### config.mk
export PLATFORM = sky130hd
export DESIGN_NAME = glcm8_ram
export DESIGN_NICKNAME = d
export VERILOG_FILES = /design/src/rtl/glcm8_ram.sv
export SDC_FILE = /design/constraint.sdc
export NUM_CORES = 2
export LEC_CHECK = 0
export BUFFER_PORTS_ARGS = -buffer_cell sky130_fd_sc_hd__buf_2
export CORE_ASPECT_RATIO = 1.4
export CORE_MARGIN = 2
export CORE_UTILIZATION = 30
export DETAILED_ROUTE_END_ITERATION = 12
export GPL_TIMING_DRIVEN = 1
export PLACE_DENSITY_LB_ADDON = 0.08
export SKIP_LAST_GASP = 1
export SLEW_MARGIN = 20
export SYNTH_ARGS = -nofsm -noshare
export SYNTH_HDL_FRONTEND = slang
export SYNTH_SLANG_ARGS = --single-unit
### constraint.sdc
create_clock -name clock -period 2.75 [get_ports clock]
set_clock_uncertainty 0.1 [all_clocks]
set_input_delay 0.275 -clock clock [delete_from_list [all_inputs] [get_ports clock]]
set_output_delay 0.275 -clock clock [all_outputs]
set_load 0.03 [all_outputs]
### src/rtl/glcm8_ram.sv
module glcm8_ram #(
   parameter int WIDTH = 8,
   parameter int DEPTH = 256
) (
   input  logic                     clock,
   input  logic                     wr_en,
   input  logic [$clog2(DEPTH)-1:0] wr_addr,
   input  logic [WIDTH-1:0]         wr_data,
   input  logic                     rd_en,
   input  logic [$clog2(DEPTH)-1:0] rd_addr,
   output logic [WIDTH-1:0]         rd_data
);

   logic [WIDTH-1:0] mem_ff [DEPTH];
   logic [WIDTH-1:0] rd_data_ff;

   always_ff @(posedge clock) begin
      if (wr_en) begin
         mem_ff[wr_addr] <= wr_data;
      end
      if (rd_en) begin
         rd_data_ff <= mem_ff[rd_addr];
      end
   end

   assign rd_data = rd_data_ff;

endmodule

==> flow_metrics.py <==
metrics = {
    "synthesis": {
        "synthCells": 3733,
        "syn_nets": 3760,
        "yosysWarningCount": 0,
        "yosysTopAreaCellShare": 0.775,
        "synth_flop_cell": "edfxtp_1",
        "synth.distinct_cells": 54,
        "synth-seq-cells": 2056,
        "synth_area_leaders": "edfxtp_1, mux4_2, mux2i_1",
        "synth-edff-count": 2056,
        "syn_area_um2": 79600,
        "async_flop_share": 0,
        "yosysMostFrequentCell": "edfxtp_1",
        "avgSynthCellArea_um2": 21.3,
        "yosysSeqAreaShare": 0.775,
        "yosysTopAreaCell": "edfxtp_1",
        "synthTopCellsByCount": "edfxtp_1, mux4_2, nor2_1, mux2i_1, a22oi_1",
    },
    "sta": {
        "maxSlewViolCount": 0,
        "fin_setup_tns_ns": 0,
        "period_share": 0.981,
        "fmax_mhz": 371,
        "hold_violations": 0,
        "fin_ws_ns": 0.0522,
        "finalSetupViolations": 0,
        "worst_slew_margin_rel": 0.266,
        "period_needed_ns": 2.70,
        "tightest_slew_ns": 1.10,
        "rsz0062_at_grt": "yes",
    },
    "floorplan": {
        "dieArea_um2": 270000,
        "fp.dieW_um": 439,
        "row_count": 223,
        "die_h_um": 614,
        "core_area_um2": 264000,
        "ios": 35,
        "initial_utilization": 0.302,
    },
    "outcome": {
        "status": "complete, no violations",
    },
    "clocking": {
        "clk_pin_slew_ns": 0.06,
        "cts_made_buffers": 213,
        "htree_levels": 4,
        "cts.sinks": 2056,
        "tritoncts": "built",
        "clk_path_buf_depth": 4,
        "post-cts-setup-buffer-count": 0,
        "cts-root-buf": "clkbuf_16",
        "clk_latency_ns": 0.90,
    },
    "place": {
        "hpwl_um": 168000,
        "pre_cts_ws_ns": -1.15,
        "io_buffers": 34,
        "postPlaceCellArea_um2": 90000,
        "gp_routability_congestion": 0.778,
    },
    "critical_path": {
        "end_kind": "register",
        "r2r_cells": 6,
        "cp_max_fo": 1,
        "arrival_ns": 3.22,
        "path_cells": "mux4_2, mux4_2, nor2b_1, nor4_4, buf_4, nor4_2",
        "rr_startpoint": "mem_ff[82][0]",
        "required_ns": 3.27,
        "crit_start": "mem_ff[82][0]",
        "slowest_delay_ns": 0.53,
        "start_kind": "register",
        "cpMostUsedCell": "mux4_2",
        "reg2reg_slack_ns": 0.05,
        "slowest_stage": "mux4_2",
        "worstReg2RegEnd": "rd_data[0]",
        "crit_type": "reg2reg",
    },
    "drt": {
        "vias": 40200,
        "vias_per_cell": 4.90,
        "drt_iter0_drc": 3073,
        "post_drt_wl_per_cell_um": 30.4,
        "drcViolationCount": 0,
        "drtAntennaViolNets": 0,
        "drt_pass1_iterations": 5,
        "wl_um": 249000,
    },
    "run": {
        "drv_cap": 0,
    },
    "global_routing": {
        "track_usage": 0.184,
        "grt_pass1_wl_um": 349000,
        "grt_pass1_vias": 42800,
        "grt_start_max_net_pins": 80,
        "antenna_found_initial": 20,
        "grt.overflow.total": 0,
    },
    "power_and_ir_drop": {
        "p_leak_nw": 31.3,
        "vdd_drop_max_v": 0.000540,
        "powerDensity_nw_per_um2": 697,
        "totalPowerFinal_mw": 67.7,
    },
    "final_layout": {
        "final_nets": 4574,
        "drive_above_1_share": 0.342,
        "syn_to_final_growth_pct": 22.0,
        "n_fill_cell": 24300,
        "postLayoutCellArea_um2": 97100,
        "fin_util": 0.368,
    },
    "min_path": {
        "whs_endpoint": "mem_ff[103][7]",
        "min_path_type": "in2reg",
        "holdPathStages": 4,
        "hp-start": "wr_addr[7]",
    },
}
-- routing by layer --
| layer | up-vias | track usage | part of all wire |
|---|---|---|---|
| li1 | 17300 | - | - |
| met4 | 8 | 0.0479 | 0.025 |
| met1 | 21800 | 0.231 | 0.41 |
| met2 | 743 | 0.333 | 0.53 |
| met5 | - | 0 | 0.00016 |
| met3 | 316 | 0.0242 | 0.036 |
-- worst max-delay path by stage --
| stage | end | cells past startpoint | slack [ns] |
|---|---|---|---|
| final | rd_data[0] | 6 | 0.05 |
| after global routing | rd_data[5] | 8 | 0.006 |
| after CTS | rd_data[0] | 6 | -0.12 |
| after detailed placement | rd_data[0] | 11 | -1.15 |
| after global placement | rd_data[0] | 11 | -1.18 |
| after floorplan | rd_data[2] | 9 | 0.30 |
-- registers in the layout, summed over array words and instances (netlist names) --
signal,flops
mem_ff,2048
rd_data,8
-- kinds of logic (layout without fill, tap and decap cells) --
| family | count (synthesis) | after routing | share of synthesized area |
|---|---|---|---|
| DFF | 2056 | 2056 | 0.775 |
| buffers and inverters | 235 | 1219 | 0.0183 |
| AOI/OAI and AO/OA | 385 | 385 | 0.0342 |
| muxes | 591 | 591 | 0.146 |
| and+or+nand+nor | 466 | 466 | 0.0263 |
| other | 0 | 4 | 0 |
-- worst max-delay path, delay by kind of cell, from the launching register on --
| family | cells | cell delay (ns) |
|---|---|---|
| buffers and inverters | 1 | 0.21 |
| and+or+nand+nor | 3 | 0.68 |
| DFF | 1 | 0.36 |
| muxes | 2 | 1.05 |
-- through the flow --
stage               hold WS, ns  cells
global route              0.117   8207
floorplan                 0.274   3733
detailed placement        0.609   7804
finish                   0.0879   8208
CTS                      0.0119   8204
global placement          0.603   7804
-- power breakdown --
group | switching [mW] | total (mW) | internal [mW]
combinational | 2.43 | 4.04 | 1.61
sequential | 0.0493 | 34.6 | 34.5
clock | 12.4 | 29.0 | 16.6
-- cell type report --
| type | count | area [um^2] | area share |
|---|---|---|---|
| Clock buffer | 260 | 5550 | 0.0571 |
| Inverter | 2 | 7.51 | 0.0000773 |
| Clock inverter | 125 | 1250 | 0.0129 |
| Sequential cell | 2056 | 61700 | 0.636 |
| Antenna cell | 4 | 10.0 | 0.000103 |
| Timing Repair Buffer | 832 | 7540 | 0.0777 |
| Multi-Input combinational cell | 1442 | 16700 | 0.172 |
| Tap cell | 3487 | 4360 | 0.0449 |
-- cell usage in the layout, fill, tap and decap left out, types with 11 or more instances in the layout --
cell type         n
edfxtp_1       2056
buf_4           686
mux4_2          454
nor2_1          278
clkbuf_16       215
mux2i_1         134
a22oi_1         132
buf_12           99
a21oi_1          96
clkinv_1         47
o221ai_1         46
clkbuf_1         45
clkinv_2         43
nand2_1          33
o22ai_1          28
nor2b_1          28
nand3_1          25
bufinv_16        25
buf_2            22
nor3_1           20
nor4_1           18
dlygate4sd3_1    15
a211oi_1         11
a221oi_1         11
-- timing repair --
action | CTS | global route
pin swaps | 1 | 1
setup endpoints to repair | 7 | 4
resized for setup | 15 | 4
hold buffers | 15 | 0
endpoints found under the hold margin | 799 | 0
No activity file was read; power rests on OpenSTA's default activity.
