<file path="config.mk">
export PLATFORM = sky130hd
export DESIGN_NAME = glcm8_div
export DESIGN_NICKNAME = d
export VERILOG_FILES = /design/src/rtl/glcm8_pkg.sv /design/src/rtl/glcm8_div.sv
export SDC_FILE = /design/constraint.sdc
export NUM_CORES = 1
export LEC_CHECK = 0
export BUFFER_PORTS_ARGS = -buffer_cell sky130_fd_sc_hd__buf_4
export CORE_UTILIZATION = 48
export CTS_BUF_LIST = sky130_fd_sc_hd__clkbuf_4
export DETAILED_ROUTE_END_ITERATION = 10
export HOLD_SLACK_MARGIN = 0.05
export MAX_ROUTING_LAYER = met4
export PLACE_DENSITY = 0.89
export SYNTH_ARGS = -nofsm -noshare
export SYNTH_HDL_FRONTEND = slang
export SYNTH_SLANG_ARGS = --single-unit
</file>
<file path="constraint.sdc">
create_clock -name clock -period 2.1 [get_ports clock]
set_input_delay 0.315 -clock clock [delete_from_list [all_inputs] [get_ports clock]]
set_output_delay 0.315 -clock clock [all_outputs]
set_load 0.01 [all_outputs]
</file>
<file path="src/rtl/glcm8_pkg.sv">
package glcm8_pkg;

   localparam int GRAY_W      = 4;
   localparam int SIZE_W      = 11;
   localparam int CNT_W       = 21;
   localparam int VAL_W       = 41;
   localparam int SUM_W       = 2 * CNT_W + 1;
   localparam int DIR_W       = 3;
   localparam int FEAT_W      = 2;
   localparam int RES_IW      = FEAT_W + DIR_W;
   localparam int NUM_DIRS    = 8;
   localparam int NUM_RESULTS = 24;
   localparam int CSR_IDX_W   = 1;

   localparam logic [SIZE_W-1:0]    SIZE_RESET = 11'd1024;
   localparam logic [CSR_IDX_W-1:0] CSR_COLS   = 1'b0;
   localparam logic [CSR_IDX_W-1:0] CSR_ROWS   = 1'b1;

   localparam logic [FEAT_W-1:0] FEAT_CONTRAST    = 2'd0;
   localparam logic [FEAT_W-1:0] FEAT_ENERGY      = 2'd1;
   localparam logic [FEAT_W-1:0] FEAT_HOMOGENEITY = 2'd2;

   typedef enum logic [3:0] {
      S_CLEAR,
      S_IDLE,
      S_PX_UP,
      S_PX_UR,
      S_BUMP_RD,
      S_BUMP_WR,
      S_PX_FIN,
      S_F_RD,
      S_F_LD,
      S_F_MUL,
      S_F_DIV,
      S_F_ACC,
      S_EMIT
   } state_type;

endpackage

</file>
<file path="src/rtl/glcm8_div.sv">
module glcm8_div #(
   parameter int DIVR_W = 5
) (
   input  logic                        clock,
   input  logic                        reset,
   input  logic                        start,
   input  logic [glcm8_pkg::CNT_W-1:0] dividend,
   input  logic [DIVR_W-1:0]           divisor,
   output logic                        done,
   output logic [glcm8_pkg::CNT_W-1:0] quotient
);
   import glcm8_pkg::*;

   localparam int STEP_W = $clog2(CNT_W + 1);

   logic              run_ff, run_in;
   logic              done_ff, done_in;
   logic [STEP_W-1:0] step_ff, step_in;
   logic [CNT_W-1:0]  q_ff, q_in;
   logic [DIVR_W-1:0] r_ff, r_in;
   logic [DIVR_W-1:0] dvs_ff, dvs_in;
   logic [DIVR_W:0]   shifted;
   logic [DIVR_W:0]   diff;
   logic              ge;

   always_comb begin
      shifted = {r_ff, q_ff[CNT_W-1]};
      diff    = shifted - {1'b0, dvs_ff};
      ge      = shifted >= {1'b0, dvs_ff};
      run_in  = run_ff;
      done_in = 1'b0;
      step_in = step_ff;
      q_in    = q_ff;
      r_in    = r_ff;
      dvs_in  = dvs_ff;
      if (start) begin
         run_in  = 1'b1;
         step_in = STEP_W'(CNT_W);
         q_in    = dividend;
         r_in    = '0;
         dvs_in  = divisor;
      end else if (run_ff) begin
         q_in    = {q_ff[CNT_W-2:0], ge};
         r_in    = ge ? diff[DIVR_W-1:0] : shifted[DIVR_W-1:0];
         step_in = step_ff - STEP_W'(1);
         if (step_ff == STEP_W'(1)) begin
            run_in  = 1'b0;
            done_in = 1'b1;
         end
      end
   end

   always_ff @(posedge clock) begin
      if (reset) begin
         run_ff  <= 1'b0;
         done_ff <= 1'b0;
         step_ff <= '0;
      end else begin
         run_ff  <= run_in;
         done_ff <= done_in;
         step_ff <= step_in;
      end
      q_ff   <= q_in;
      r_ff   <= r_in;
      dvs_ff <= dvs_in;
   end

   assign done     = done_ff;
   assign quotient = q_ff;

endmodule

</file>
==> flow_summary.json <==
{
  "drive_gt1_share_pct": 48.47,
  "crit_start": "quotient[20]",
  "core_sq_um": 3442,
  "fin_crit_sh_pct": 98.43,
  "port_buffers": 50,
  "powerDensity_nw_per_um2": 735.2,
  "top_layer": "met4",
  "ir_drop_mv": 0.5439,
  "fp-row-count": 21,
  "slew_headroom_pct": 63.75,
  "synth_seq_cells": 38,
  "fillers": 247,
  "clock-sinks": 38,
  "yosys.area_share.adder_pct": 6.069,
  "path_clk_slew_ns": 0.12,
  "met3_length_um": 205,
  "drc": 0,
  "area_growth_pct": 31.26,
  "final_common_cell": "buf_4",
  "synth_edf_count": 26,
  "rsz0062_at_grt": "true",
  "cts.htree.levels": 2,
  "dp_cells": 230,
  "drv_cap": 0,
  "setup.worst_path.start_class": "flop",
  "async_flop_share_pct": 0,
  "fin_crit_ns": 2.067,
  "outcome": "completed",
  "die_h_um": 62.78,
  "synth-seq-area-share_pct": 57.59,
  "ys_warn_count": 0,
  "rr_endpoint": "quotient[0]",
  "synth_compound_area_share_pct": 7.269,
  "yosysTopAreaCell": "edfxtp_1",
  "gp_congestion": 0.8901,
  "timing.final.max_slew_violations": 0,
  "cp_cell_sequence": "inv_2 -> ha_4 -> inv_2 -> fa_2 -> a21o_1 -> o211ai_1 -> nand2_1 -> mux2_4",
  "hold_violations": 0,
  "crit_type": "flop to flop",
  "wl_met2_mm": 1.590,
  "cts_tree": "done",
  "critPathMaxStageDelay_ns": 0.42,
  "syn-num-nets": 172,
  "min_path_type": "input port to flop",
  "die_w_um": 62.78,
  "cts_hold_buf": 0,
  "grt_pass1_wl_mm": 5.658,
  "crit_cells": 8,
  "cp_common_cell": "inv_2",
  "critPathCapture": "quotient[0]",
  "first_global_vias": 1284,
  "vias": 1289,
  "insertedDiodeCount": 0,
  "hold_slack_ns": 0.1334,
  "cp_top_family": "adder cells",
  "power_mw": 1.711,
  "overflow": 0,
  "synthDistinctLibCells": 37,
  "setup_viol": 0,
  "crit_slowest_cell": "edfxtp_1",
  "first_pass_iters": 4,
  "antenna_left": 0,
  "leakagePower_nw": 1.005,
  "totalNegativeSetupSlack_ns": 0,
  "timing.fmax_mhz": 483.8,
  "ys.flop_type": "edfxtp_1",
  "syn-cell-area_sq_um": 1773,
  "grt_usage_pct": 19.25,
  "place_hpwl_mm": 2.404,
  "yosys.area_share.simple_pct": 8.963,
  "ff2ff_path_depth": 8,
  "antenna_found_initial": 0,
  "nets": 232,
  "finalClockSkew_ns": 0.01804,
  "switching_share_pct": 27.18,
  "synth_mux_area_share_pct": 13.90,
  "wire_per_inst_um": 14.29,
  "finish.utilization_pct": 67.61,
  "tightest_slew_ns": 0.5431,
  "p_clk_share_pct": 22.2,
  "via_per_inst": 5.326,
  "pwr-share-seq_pct": 54.8,
  "clk_latency_ns": 0.35,
  "die_area_sq_um": 3941,
  "syn_inst": 135,
  "start_util_pct": 51.51,
  "comb_power_share_pct": 23.0,
  "p_sw_mw": 0.4650,
  "boundaryPins": 51,
  "ys_top_cells_by_area": "edfxtp_1, dfxtp_1, mux2_2",
  "drt_iter0_drc": 61,
  "yosys.area_share.xor_xnor_pct": 2.964,
  "clock_path_buffers": 2,
  "final_cell_mix": "buf_4, edfxtp_1, mux2_2",
  "multiInputGateArea_sq_um": 720.7,
  "p_int_mw": 1.246,
  "avgSynthCellArea_sq_um": 13.13,
  "cts-buffers-inserted": 5,
  "crit_required_ns": 2.21,
  "reg2reg_from": "quotient[20]",
  "instances_no_fill": 242,
  "m1WireLength_mm": 1.616,
  "synth_top_family_by_area": "multiplexers",
  "clk_root_buffer_cell": "clkbuf_4",
  "r2r_slack_ns": 0.03,
  "critPathCaptureType": "flop",
  "register_area_sq_um": 1021,
  "grt_max_degree": 37,
  "synth.top_cell.area_share_pct": 44.04,
  "cp_num_buf_inv": 2,
  "crit_path_max_fanout": 4,
  "routed_wl_mm": 3.458,
  "crit_arrival_ns": 2.18
}
-- repair_timing --
item,in CTS,in global routing
gates resized for setup,5,1
hold endpoints to repair,0,0
setup buffers,3,1
pin swaps,7,6
setup endpoints to repair,3,5
-- worst min path at each step --
stage                 endpoint  slack (ns)  startpoint  cells past startpoint
finish               dvs_ff[4]        0.13  divisor[4]                      1
global route         dvs_ff[3]        0.11  divisor[3]                      1
CTS                  dvs_ff[3]        0.12  divisor[3]                      1
detailed placement     r_ff[4]        0.49     r_ff[4]                      1
global placement       r_ff[4]        0.45     r_ff[4]                      1
floorplan           step_ff[0]        0.38       reset                      1
-- metal layers --
layer  global-route usage (%)  vias to the layer above
li1                         -                      622
met1                    24.46                      611
met2                    29.62                       51
met3                    5.292                        5
met4                    6.686                        0
met5                        -                        -
-- cell families after synthesis --
family          Yosys count
compound gates           18
xor+xnor                  6
fa+ha+maj                 8
buf+inv                  15
flops                    38
mux                      22
simple gates             28
-- final cells by class --
cell class	count	area share, %
clock buffers	6	1.935
flip-flops and latches	38	43.87
clock inverters	2	0.4301
multi-input cells	82	30.97
repair buffers	58	18.71
inverters	10	1.613
well taps	46	2.473
-- per-stage QoR --
| step | worst slack [ns] | instance area, sq um |
|---|---|---|
| 5_1_grt | -0.04495 | 2327 |
| 3_3_place_gp | 0.02713 | 2218 |
| 2_1_floorplan | -0.02277 | 1775 |
| 4_1_cts | -0.02409 | 2316 |
| 6_report | 0.03292 | 2327 |
| 3_5_place_dp | -0.03607 | 2218 |
-- power groups by stage --
stage	Clock [mW]	Sequential (mW)	Combinational, mW
6_report	0.380	0.938	0.394
4_1_cts	0.388	0.938	0.387
3_3_place_gp	0	0.948	0.358
2_1_floorplan	0	0.959	0.192
3_5_place_dp	0	0.951	0.370
5_1_grt	0.422	0.948	0.427
-- state kept, by name, summed over array words and instances (netlist names) --
register and flops:
quotient 21, dvs_ff 5, r_ff 5, step_ff 5, done 1, run_ff 1
-- worst register-to-register path: cells and delay by family (launching register included) --
family | cells | cell delay (ns)
simple gates | 1 | 0.15
compound gates | 2 | 0.41
buf+inv | 2 | 0.12
mux | 1 | 0.28
flops | 1 | 0.42
fa+ha+maj | 2 | 0.46
-- synthesized netlist by cell type (all sizes together) (3+ instances only) --
cell type and number:
mux2 21, ha 7, xor2 3, inv 10, edfxtp 26, a21oi 6
nor2 6, dfxtp 12, nand2 7, buf 3, xnor2 3
Note: power is estimated with default switching activity, not from simulation.
